$ cat src/design/hsc_pkg.sv
`default_nettype none
// ----------------------------------------------------------------------------
// Hall six-step commutator package
// Shared item types, queue command type, constants and hall decode tables.
// ----------------------------------------------------------------------------
package hsc_pkg;

  // Register indexes of the configuration port.
  localparam int CfgIndexW = 1;
  localparam logic [CfgIndexW-1:0] RegRotationDir  = 1'd0;
  localparam logic [CfgIndexW-1:0] RegSpeedPercent = 1'd1;
  localparam int CfgDataW = 8;

  // Duty mapping: 215 + floor(146 * p / 100), with p saturated to 100.
  // The division by 100 is a multiply by 146 * ceil(2^19 / 100) and a shift.
  localparam logic [8:0]  DutyBase     = 9'd215;
  localparam logic [7:0]  PercentMax   = 8'd100;
  localparam int          DutyProdW    = 27;
  localparam logic [26:0] DutyRecip    = 27'd765478;
  localparam int          DutyShift    = 19;

  // Speed measurement: 5000 / dt, saturating at a zero interval.
  localparam int          NumW         = 13;
  localparam logic [12:0] RpmNumerator = 13'd5000;
  localparam logic [15:0] RpmSaturated = 16'hFFFF;

  // Depth of the command queue between front and back.
  localparam int QueueDepth = 2;

  // What the back end does to the speed for one item.
  localparam logic [1:0] SpeedClear = 2'd0;
  localparam logic [1:0] SpeedHold  = 2'd1;
  localparam logic [1:0] SpeedSat   = 2'd2;
  localparam logic [1:0] SpeedDiv   = 2'd3;

  typedef struct packed {
    logic [2:0]  hall_code;
    logic [31:0] time_ms;
    logic        run_request;
  } sample_t;

  typedef struct packed {
    logic [8:0]  duty_a;
    logic [8:0]  duty_b;
    logic [8:0]  duty_c;
    logic        level_a;
    logic        level_b;
    logic        level_c;
    logic [15:0] speed_rpm;
    logic        running;
  } result_t;

  // Classified item as handed from the front end to the back end.
  typedef struct packed {
    logic [8:0]  duty_a;
    logic [8:0]  duty_b;
    logic [8:0]  duty_c;
    logic        level_a;
    logic        level_b;
    logic        level_c;
    logic        running;
    logic [1:0]  speed_kind;
    logic [31:0] dt;
  } cmd_t;

  // Driven phases per hall code (bit 0 A, bit 1 B, bit 2 C).
  function automatic logic [2:0] drive_mask(input logic [2:0] code);
    logic [2:0] m;
    case (code)
      3'b001:  m = 3'b101;
      3'b010:  m = 3'b011;
      3'b011:  m = 3'b110;
      3'b100:  m = 3'b110;
      3'b101:  m = 3'b011;
      3'b110:  m = 3'b101;
      default: m = 3'b000;
    endcase
    return m;
  endfunction

  // Clockwise levels of the driven phases per hall code.
  function automatic logic [2:0] cw_levels(input logic [2:0] code);
    logic [2:0] l;
    case (code)
      3'b001:  l = 3'b001;
      3'b010:  l = 3'b010;
      3'b011:  l = 3'b010;
      3'b100:  l = 3'b100;
      3'b101:  l = 3'b001;
      3'b110:  l = 3'b100;
      default: l = 3'b000;
    endcase
    return l;
  endfunction

endpackage
`default_nettype wire

$ cat src/design/hsc_front.sv
`default_nettype none
// ----------------------------------------------------------------------------
// Hall commutator front end
// Accepts hall items, decodes the commutation step, keeps duties, levels and
// the last timestamp, and hands a classified command to the queue.
// ----------------------------------------------------------------------------
module hsc_front (
  input  wire logic             clk,
  input  wire logic             rst,
  input  wire logic             rotation_dir,
  input  wire logic [7:0]       speed_percent,
  input  wire logic             sample_valid,
  output logic                  sample_ready,
  input  wire hsc_pkg::sample_t sample,
  output logic                  cmd_valid,
  input  wire logic             cmd_ready,
  output hsc_pkg::cmd_t         cmd
);

  logic [8:0]  duty [3];
  logic [2:0]  level;
  logic [31:0] last_time;

  logic [8:0]  duty_next [3];
  logic [2:0]  level_next;
  logic [31:0] last_time_next;
  logic [2:0]  mask;
  logic [2:0]  lv;
  logic [6:0]  pct;
  logic [26:0] prod;
  logic [8:0]  duty_on;
  logic [31:0] dt;
  logic [1:0]  kind;
  logic        accept;

  assign sample_ready = cmd_ready;
  assign cmd_valid    = sample_valid;
  assign accept       = sample_valid && cmd_ready;

  // Duty for the driven phases from the saturated percent.
  always_comb begin
    pct     = (speed_percent > hsc_pkg::PercentMax) ? hsc_pkg::PercentMax[6:0]
                                                    : speed_percent[6:0];
    prod    = hsc_pkg::DutyProdW'(pct) * hsc_pkg::DutyRecip;
    duty_on = hsc_pkg::DutyBase + 9'(prod >> hsc_pkg::DutyShift);
  end

  // Commutation step and speed classification.
  always_comb begin
    mask           = hsc_pkg::drive_mask(sample.hall_code);
    lv             = hsc_pkg::cw_levels(sample.hall_code) ^ (rotation_dir ? mask : 3'b000);
    level_next     = level;
    last_time_next = last_time;
    dt             = sample.time_ms - last_time;
    kind           = hsc_pkg::SpeedClear;
    for (int i = 0; i < 3; i++) begin
      duty_next[i] = duty[i];
    end
    if (!sample.run_request) begin
      for (int i = 0; i < 3; i++) begin
        duty_next[i] = 9'd0;
      end
    end else begin
      if (mask != 3'b000) begin
        for (int i = 0; i < 3; i++) begin
          duty_next[i] = mask[i] ? duty_on : 9'd0;
          if (mask[i]) begin
            level_next[i] = lv[i];
          end
        end
      end
      last_time_next = sample.time_ms;
      if (last_time == 32'd0) begin
        kind = hsc_pkg::SpeedHold;
      end else if (dt == 32'd0) begin
        kind = hsc_pkg::SpeedSat;
      end else begin
        kind = hsc_pkg::SpeedDiv;
      end
    end
  end

  // Command towards the back end.
  always_comb begin
    cmd.duty_a     = duty_next[0];
    cmd.duty_b     = duty_next[1];
    cmd.duty_c     = duty_next[2];
    cmd.level_a    = level_next[0];
    cmd.level_b    = level_next[1];
    cmd.level_c    = level_next[2];
    cmd.running    = sample.run_request;
    cmd.speed_kind = kind;
    cmd.dt         = dt;
  end

  // Commutation state.
  always_ff @(posedge clk) begin
    if (rst) begin
      for (int i = 0; i < 3; i++) begin
        duty[i] <= 9'd0;
      end
      level     <= 3'b000;
      last_time <= 32'd0;
    end else if (accept) begin
      for (int i = 0; i < 3; i++) begin
        duty[i] <= duty_next[i];
      end
      level     <= level_next;
      last_time <= last_time_next;
    end
  end

endmodule
`default_nettype wire

$ cat src/design/hsc_queue.sv
`default_nettype none
// ----------------------------------------------------------------------------
// Hall commutator command queue
// Short first-in first-out queue of classified commands.
// ----------------------------------------------------------------------------
module hsc_queue #(
  parameter int DEPTH = hsc_pkg::QueueDepth
) (
  input  wire logic          clk,
  input  wire logic          rst,
  input  wire logic          push_valid,
  output logic               push_ready,
  input  wire hsc_pkg::cmd_t push_cmd,
  output logic               pop_valid,
  input  wire logic          pop_ready,
  output hsc_pkg::cmd_t      pop_cmd
);

  localparam int PtrW = (DEPTH > 1) ? $clog2(DEPTH) : 1;
  localparam int CntW = $clog2(DEPTH + 1);

  hsc_pkg::cmd_t entries [DEPTH];
  logic [PtrW-1:0] wr_ptr;
  logic [PtrW-1:0] rd_ptr;
  logic [CntW-1:0] count;
  logic            push;
  logic            pop;

  assign push_ready = (count != CntW'(DEPTH));
  assign pop_valid  = (count != '0);
  assign push       = push_valid && push_ready;
  assign pop        = pop_valid && pop_ready;
  assign pop_cmd    = entries[rd_ptr];

  // Storage.
  always_ff @(posedge clk) begin
    if (push) begin
      entries[wr_ptr] <= push_cmd;
    end
  end

  // Pointers and fill count.
  always_ff @(posedge clk) begin
    if (rst) begin
      wr_ptr <= '0;
      rd_ptr <= '0;
      count  <= '0;
    end else begin
      if (push) begin
        wr_ptr <= (wr_ptr == PtrW'(DEPTH - 1)) ? '0 : wr_ptr + 1'b1;
      end
      if (pop) begin
        rd_ptr <= (rd_ptr == PtrW'(DEPTH - 1)) ? '0 : rd_ptr + 1'b1;
      end
      if (push && !pop) begin
        count <= count + 1'b1;
      end else if (pop && !push) begin
        count <= count - 1'b1;
      end
    end
  end

endmodule
`default_nettype wire

$ cat src/design/hsc_back.sv
`default_nettype none
// ----------------------------------------------------------------------------
// Hall commutator back end
// Takes commands from the queue, works out the speed directly or with a serial
// divider and holds each result item in an output register.
// ----------------------------------------------------------------------------
module hsc_back (
  input  wire logic          clk,
  input  wire logic          rst,
  input  wire logic          cmd_valid,
  output logic               cmd_ready,
  input  wire hsc_pkg::cmd_t cmd,
  output logic               result_valid,
  input  wire logic          result_ready,
  output hsc_pkg::result_t   result
);

  localparam logic [1:0] ST_IDLE = 2'd0;
  localparam logic [1:0] ST_DIV  = 2'd1;
  localparam logic [1:0] ST_DONE = 2'd2;
  localparam int CntW = $clog2(hsc_pkg::NumW);

  logic [1:0]              state;
  hsc_pkg::cmd_t           held;
  logic [15:0]             speed_value;
  logic [hsc_pkg::NumW-1:0] rem;
  logic [hsc_pkg::NumW-1:0] quo;
  logic [hsc_pkg::NumW-1:0] num_sh;
  logic [CntW-1:0]         count;

  logic                    out_free;
  logic                    is_div;
  logic                    load;
  logic [hsc_pkg::NumW:0]  trial;
  logic                    fits;
  logic [hsc_pkg::NumW:0]  diff;
  logic [15:0]             speed_direct;

  assign out_free  = !result_valid || result_ready;
  assign is_div    = (cmd.speed_kind == hsc_pkg::SpeedDiv);
  assign cmd_ready = (state == ST_IDLE) && (is_div || out_free);

  // The output register takes a new item from a direct command or a finished division.
  assign load = ((state == ST_IDLE) && cmd_valid && cmd_ready && !is_div) ||
                ((state == ST_DONE) && out_free);

  // One restoring division step per cycle.
  always_comb begin
    trial = {rem, num_sh[hsc_pkg::NumW-1]};
    fits  = (32'(trial) >= held.dt);
    diff  = trial - held.dt[hsc_pkg::NumW:0];
  end

  // Speed for the items that need no division.
  always_comb begin
    case (cmd.speed_kind)
      hsc_pkg::SpeedClear: speed_direct = 16'd0;
      hsc_pkg::SpeedSat:   speed_direct = hsc_pkg::RpmSaturated;
      default:             speed_direct = speed_value;
    endcase
  end

  // Sequencer, divider and output register.
  always_ff @(posedge clk) begin
    if (rst) begin
      state        <= ST_IDLE;
      speed_value  <= 16'd0;
      result_valid <= 1'b0;
    end else begin
      if (load) begin
        result_valid <= 1'b1;
      end else if (result_ready) begin
        result_valid <= 1'b0;
      end
      case (state)
        ST_IDLE: begin
          if (cmd_valid && cmd_ready) begin
            held <= cmd;
            if (is_div) begin
              rem    <= '0;
              quo    <= '0;
              num_sh <= hsc_pkg::RpmNumerator;
              count  <= CntW'(hsc_pkg::NumW - 1);
              state  <= ST_DIV;
            end else begin
              speed_value      <= speed_direct;
              result.duty_a    <= cmd.duty_a;
              result.duty_b    <= cmd.duty_b;
              result.duty_c    <= cmd.duty_c;
              result.level_a   <= cmd.level_a;
              result.level_b   <= cmd.level_b;
              result.level_c   <= cmd.level_c;
              result.speed_rpm <= speed_direct;
              result.running   <= cmd.running;
            end
          end
        end
        ST_DIV: begin
          rem    <= fits ? diff[hsc_pkg::NumW-1:0] : trial[hsc_pkg::NumW-1:0];
          quo    <= {quo[hsc_pkg::NumW-2:0], fits};
          num_sh <= {num_sh[hsc_pkg::NumW-2:0], 1'b0};
          count  <= count - 1'b1;
          if (count == '0) begin
            state <= ST_DONE;
          end
        end
        ST_DONE: begin
          if (out_free) begin
            speed_value      <= 16'(quo);
            result.duty_a    <= held.duty_a;
            result.duty_b    <= held.duty_b;
            result.duty_c    <= held.duty_c;
            result.level_a   <= held.level_a;
            result.level_b   <= held.level_b;
            result.level_c   <= held.level_c;
            result.speed_rpm <= 16'(quo);
            result.running   <= held.running;
            state            <= ST_IDLE;
          end
        end
        default: begin
          state <= ST_IDLE;
        end
      endcase
    end
  end

endmodule
`default_nettype wire

$ cat src/design/hall_six_step_commutator.sv
`default_nettype none
// ----------------------------------------------------------------------------
// Hall six-step commutator
// Six-step BLDC commutation from hall codes, with speed measurement.
// ----------------------------------------------------------------------------
// Each hall item gives exactly one result item. The front end decodes an item
// in the cycle it is accepted and places it in a short command queue; the back
// end then takes one command at a time. An item that measures a new interval
// needs a 5000 / dt division, done by a serial divider one quotient bit per
// cycle: the back end takes the command, runs 13 division steps and then loads
// the output register once the output is free. Any other item is loaded into
// the output register as the back end takes it. The back end takes no new
// command until a division's result is loaded, so the divider sets the
// sustained throughput when every item measures speed, and the queue absorbs
// short bursts. Configuration writes are taken in every cycle.
module hall_six_step_commutator #(
  parameter int QUEUE_DEPTH = hsc_pkg::QueueDepth
) (
  input  wire logic                          clk,
  input  wire logic                          rst,
  input  wire logic                          cfg_valid,
  output logic                               cfg_ready,
  input  wire logic [hsc_pkg::CfgIndexW-1:0] cfg_index,
  input  wire logic [hsc_pkg::CfgDataW-1:0]  cfg_data,
  input  wire logic                          sample_valid,
  output logic                               sample_ready,
  input  wire hsc_pkg::sample_t              sample,
  output logic                               result_valid,
  input  wire logic                          result_ready,
  output hsc_pkg::result_t                   result
);

  logic          rotation_dir;
  logic [7:0]    speed_percent;
  logic          fq_valid;
  logic          fq_ready;
  hsc_pkg::cmd_t fq_cmd;
  logic          qb_valid;
  logic          qb_ready;
  hsc_pkg::cmd_t qb_cmd;

  assign cfg_ready = 1'b1;

  // Configuration registers.
  always_ff @(posedge clk) begin
    if (rst) begin
      rotation_dir  <= 1'b0;
      speed_percent <= 8'd0;
    end else if (cfg_valid && cfg_ready) begin
      case (cfg_index)
        hsc_pkg::RegRotationDir:  rotation_dir  <= cfg_data[0];
        hsc_pkg::RegSpeedPercent: speed_percent <= cfg_data[7:0];
        default: ;
      endcase
    end
  end

  hsc_front u_front (
    .clk           (clk),
    .rst           (rst),
    .rotation_dir  (rotation_dir),
    .speed_percent (speed_percent),
    .sample_valid  (sample_valid),
    .sample_ready  (sample_ready),
    .sample        (sample),
    .cmd_valid     (fq_valid),
    .cmd_ready     (fq_ready),
    .cmd           (fq_cmd)
  );

  hsc_queue #(
    .DEPTH (QUEUE_DEPTH)
  ) u_queue (
    .clk        (clk),
    .rst        (rst),
    .push_valid (fq_valid),
    .push_ready (fq_ready),
    .push_cmd   (fq_cmd),
    .pop_valid  (qb_valid),
    .pop_ready  (qb_ready),
    .pop_cmd    (qb_cmd)
  );

  hsc_back u_back (
    .clk          (clk),
    .rst          (rst),
    .cmd_valid    (qb_valid),
    .cmd_ready    (qb_ready),
    .cmd          (qb_cmd),
    .result_valid (result_valid),
    .result_ready (result_ready),
    .result       (result)
  );

endmodule
`default_nettype wire
$ cat config.mk
export PLATFORM = sky130hd
export DESIGN_NAME = hall_six_step_commutator
export DESIGN_NICKNAME = d
export VERILOG_FILES = /design/src/design/hsc_pkg.sv /design/src/design/hsc_front.sv /design/src/design/hsc_queue.sv /design/src/design/hsc_back.sv /design/src/design/hall_six_step_commutator.sv
export SDC_FILE = /design/constraint.sdc
export NUM_CORES = 1
export LEC_CHECK = 0
export ABC_CLOCK_PERIOD_IN_PS = 8130
export BUFFER_PORTS_ARGS = -buffer_cell sky130_fd_sc_hd__buf_4
export CAP_MARGIN = 20
export CORE_ASPECT_RATIO = 1.1
export CORE_MARGIN = 5
export CORE_UTILIZATION = 45
export CTS_BUF_LIST = sky130_fd_sc_hd__clkbuf_16
export DETAILED_ROUTE_END_ITERATION = 10
export PLACE_DENSITY = 0.64
export SLEW_MARGIN = 10
export SYNTH_ARGS = -nofsm -noshare
export SYNTH_HDL_FRONTEND = slang
export SYNTH_HIERARCHICAL = 1
export SYNTH_SLANG_ARGS = --single-unit
$ cat constraint.sdc
create_clock -name clk -period 8.13 [get_ports clk]
set_input_delay 1.626 -clock clk [delete_from_list [all_inputs] [get_ports clk]]
set_output_delay 1.626 -clock clk [all_outputs]
set_load 0.01 [all_outputs]
**After elaboration in Yosys (flattened, before gate mapping)**

Memories as Yosys holds them, arrays and structs flattened. A register that Yosys moved wholly into a read port is not among the register bits.
Cells that the tools add are included.

- Reductions and logical operators: 41
- Eq/ne operators: 16
- Magnitude comparators: 2
- Add/subtract/negate cells: 8
- Bitwise gates (word level): 6
- $mul: 1
- Multiplexer cells: 59

Operator list:

| kind | count |
|---|---|
| 2-to-1 mux 47 bit | 3 |
| one-hot mux 47 bit (2 select lines) | 1 |
| one-hot mux 13 bit (2 select lines) | 3 |
| 2-to-1 mux 13 bit | 5 |
| logical NOT 32 bit | 2 |
| one-hot mux 16 bit (2 select lines) | 2 |
| 2-to-1 mux 27 bit | 2 |
| 2-to-1 mux 9 bit | 6 |
| 2-to-1 mux 16 bit | 3 |
| greater-or-equal comparator 14 x 32 -> 1 bit | 1 |
| subtractor 32 bit | 1 |
| multiplier 7 x 19 -> 26 bit, second input constant | 1 |
| one-hot mux 3 bit (3 select lines) | 2 |
| 2-to-1 mux 1 bit | 16 |
| 2-to-1 mux 2 bit | 8 |
| subtractor 13 bit | 1 |
| AND reduction 4 bit | 3 |
| OR reduction 2 bit | 6 |
| nonzero test 2 bit | 5 |
| adder 8 x 8 -> 9 bit, first input constant | 1 |
| equality test 3 bit, second input constant | 3 |
| logical AND 1 bit | 9 |
| 2-to-1 mux 3 bit | 3 |
| > comparator 8 x 7 -> 1 bit, second input constant | 1 |
| other kinds (25) | 45 |

- Input port bits: 50
- Output and inout bits: 50
- RAM bits: 157
- Memories kept: 2
- Flip-flop bits (word level): 220

Memory list:

| name | depth | bits a word | read ports | clocked after memory_dff | wr ports | line | text |
|---|---|---|---|---|---|---|---|
| u_queue.entries | 2 | 65 | 1 | 1 | 1 | hsc_queue.sv:22 | `hsc_pkg::cmd_t entries [DEPTH];` |
| u_front.duty | 3 | 9 | 3 | 0 | 3 | hsc_front.sv:20 | `logic [8:0] duty [3];` |

**Depth between registers and ports, before layout**

- Word-level depth: 8
- Mapped depth: 25
- Mapped depth without buffers: 25

**Modules after synthesis**

The synthesis kept the hierarchy.

By module, submodules not included:

| module | cells an instance | times used | seq. area each (um2) | area each (um2) |
|---|---|---|---|---|
| hsc_back | 506 | 1 | 4884.7 | 6969.2 |
| hsc_front | 856 | 1 | 1511.4 | 6902.9 |
| hsc_queue | 226 | 1 | 4003.8 | 4927.2 |
| hall_six_step_commutator | 42 | 1 | 180.2 | 422.9 |

**Worst setup path after synthesis**

Ideal clock, no wire load.

- Kind: register to register
- Start point: reg speed_percent[0]
- End point: mem u_front.duty[1][7] (netlist: u_front/duty[0][16]) (data pin)
- Period minus slack after synthesis: 5.858 ns
- Path buffers: 0
- Stages on the path, launching flop included: 22
- Setup slack: 2.272 ns
- Arrival: 5.706 ns
- Path through: dfxtp_1 -> o21ai_0 -> nand2_1 -> a31oi_1 -> and2_1 -> fa_1 -> inv_1 -> fa_1 -> inv_1 -> fa_1 -> fa_1 -> ha_1 -> a2111oi_0 -> o21ai_1 -> a22oi_2 -> o21a_1 -> a31oi_1 -> a221o_1 -> or3_4 -> nor4b_2 -> a22oi_1 -> a31oi_1

RTL lines:

| item | line | text |
|---|---|---|
| from (decl) | hall_six_step_commutator.sv:34 | `logic [7:0] speed_percent;` |
| from (signal assigned) | hall_six_step_commutator.sv:52 | `hsc_pkg::RegSpeedPercent: speed_percent <= cfg_data[7:0];` |
| to (decl) | hsc_front.sv:20 |  |

==> results.toml <==
[status]
status = "completed"

[clock_network]
htree_levels = 2
root_buffer = "clkbuf_16"
clockBufferDepth = 3
cts_tree = "done"
clkTransAtPathRegs_ps = 60
cts.repair.resized = 0
cts_hold_buffers = 0
numClockSinks = 375
insertion_delay_ps = 560
post_cts_buffers = 0
numCtsBuffers = 39

[critical_path]
path_class = "flip-flop to flip-flop"
critPathRequiredTime_ps = 8520
worstPathArrival_ps = 7010
setup.worst_path.start_class = "flip-flop"
end_kind = "flip-flop"
cp_max_fo = 7

[global_route]
grt_pass1_wl_mm = 65.7
grt_max_degree = 66
grtUsageMet2_pct = 26.9
grt-busiest-layer = "met2"
grt_pass1_vias = 12400
antenna_found_initial = 0
grt_util_met3_pct = 3.83
grtUsageTotal_pct = 17.0
overflow = 0
use_met1_pct = 23.9

[detailed_routing]
wl_per_cell_um = 17.3
num_vias = 12500
via_per_inst = 5.38
route.detailed.drc = 0
antenna_left = 0
routed_wl_mm = 40.1
firstDrtPassIters = 5
drt_iter0_drc = 741

[sta]
fmax_ghz = 0.151
rsz0062_at_grt = "false"
setup_tns_ps = 0
setup_viol = 0
worst_slack_ps = 1520
slew_viol_final = 0
max-slew-margin-rel_pct = 31.8
skew_ps = 22.6
final-hold-violation-count = 0
min_period_ps = 6610
worst_pin_slew_ps = 1020
post-route-period-util_pct = 81.4

[synth]
yosys.cell_types.count = 79
avgSynthCellArea_um2 = 11.8
synth_edf_count = 307
synth_flop_cell = "edfxtp_1"
yosys.area_share.adder_pct = 9.95
synth_top_area_share_pct = 48.0
synthArstFlopShare_pct = 0
yosys.area_share.simple_pct = 11.5
yosys-top-cells-area = "edfxtp_1 (48%), dfxtp_1 (7.1%), ha_1 (7.0%)"
synth.area.mux_share_pct = 6.36
synthXorXnorAreaFrac_pct = 2.05
synth_compound_area_share_pct = 11.1
yosys.area.top_type = "edfxtp_1"
ys_ff_latch = 375
synth_top_family_by_area = "simple AND/OR/NAND/NOR gates"
syn_area_um2 = 19200
seq_area_frac_synth_pct = 55.0
syn_nets = 1816
yosys_warnings = 6
syn_inst = 1630

[power_and_ir_drop]
p_total_mw = 6.15
irDropWorstVdd_mv = 0.151
power_density_nw_per_um2 = 283
power.leakage_nw = 8.37

[floorplan]
io_pins = 100
start_util_pct = 45.4
design.core.area_um2 = 42300
die_w_um = 207
row_count = 79
die_area_um2 = 47000
die_h_um = 227

[placement]
numPortBuffers = 98
gp_congestion = 0.856
place_ws_ps = 1590
dp_hpwl_mm = 28.3

[final_layout]
final_nets = 1910
num_antenna_cells = 0
register_area_um2 = 10600
final_common_cell = "edfxtp_1"
mostFrequentLayoutCells = "edfxtp_1 (307), nand2_1 (176), a21oi_1 (137), inv_1 (126), buf_4 (113)"
drive_gt1_share_pct = 17.5
multi_input_area_um2 = 7900
fill_cells = 3709
syn_to_final_growth_pct = 13.0

[flow_run]
cap_violations = 0

[hold_path]
holdCritPathClass = "flip-flop to flip-flop"
## path summary, 6_finish.rpt
| check | startpoint | end | cells past startpoint | slack (ps) |
|---|---|---|---|---|
| worst min register to register | u_back/speed_value[7] | u_back/speed_value[7] | 2 | 460 |
| worst max-delay path | speed_percent[0] | u_front/duty[0][25] | 21 | 1520 |
| worst min-delay path | u_back/speed_value[7] | u_back/speed_value[7] | 2 | 460 |
| worst max register to register | speed_percent[0] | u_front/duty[0][25] | 21 | 1520 |
## cell usage after synthesis, types with 5 or more instances
library cell    n
a21bo_2         6
xnor2_1        30
mux2_2         97
xor2_1         15
inv_1         121
buf_6           8
a22o_1         16
a22oi_1         5
buf_4           5
nor2_1         58
fa_1           28
dfxtp_1        68
and2_1         31
nor4_1         15
and3_1         14
mux2i_1        13
a21oi_1       137
o21a_1          8
a21o_1         23
or2_2           8
clkbuf_1       41
nand2b_1       18
or3_1           9
a31oi_1        10
edfxtp_1      307
o2111ai_1       8
buf_2           5
nand3_1        35
a211oi_1        5
nand2_1       176
o21bai_1        8
o21ai_0        51
nor3_1         14
nor2b_1        37
ha_1          108
a21boi_0        5
nand4_1         6
o21ai_1         8
## critical path, stage by stage (launching register included)
cell and delay [ps]:
dfxtp_1 330, o21ai_0 170, nand2_1 90, a31oi_1 320, and2_1 390, fa_1 470, inv_1 80, fa_1 390
inv_1 140, fa_1 440, fa_1 470, ha_1 350, a2111oi_0 440, o21ai_1 150, a22oi_2 230, o21a_1 180
a31oi_1 210, a221o_1 440, or3_4 430, nor4b_2 400, a22oi_1 150, a31oi_1 180
## cell families after synthesis
logic type      count (synthesis)
buf+inv                       183
simple gates                  445
compound gates                335
xor+xnor                       45
flops                         375
other cells                     1
fa+ha+maj                     136
mux                           110
## stage by stage
step	hold slack [ps]	util, %	instances	area (um^2)
after global placement	442	48.4	2249	20500
final	457	51.3	2320	21700
after global routing	476	51.3	2320	21700
after CTS	455	51.3	2320	21700
after floorplan	437	-	1630	19200
after detailed placement	447	48.5	2250	20500
## report_power, final
part | internal (mW) | switching, mW | total (mW)
Sequential | 2.61 | 0.132 | 2.74
Clock | 0.949 | 0.744 | 1.69
Combinational | 0.689 | 1.03 | 1.72
## routing by layer
metal	vias up	routed length [um]
li1	6084	-
met1	6045	18900
met2	301	18000
met3	57	2400
met4	0	841
met5	-	0
## registers in the layout, summed over array words and instances (netlist names), named ones only
name / cells
u_back/held: 63
u_queue/wr_ptr: 1
u_front/last_time: 32
u_back/rem: 13
u_back/speed_value: 16
u_front/duty: 27
u_back/result: 47
u_back/state: 2
u_back/quo: 13
speed_percent: 8
u_back/num_sh: 10
u_back/result_valid: 1
rotation_dir: 1
u_queue/entries: 130
u_front/level: 3
u_queue/count: 2
u_queue/rd_ptr: 1
u_back/count: 4
## area by class of cell
cell class              instances  share of cell area (%)
multi-input cells            1072                    36.4
repair buffers                114                    3.96
well taps                     567                    3.27
clock inverters                31                    1.08
inverters                     122                    2.11
flip-flops and latches        375                    48.7
clock buffers                  39                    4.49
(Power assumes the default switching activity.)
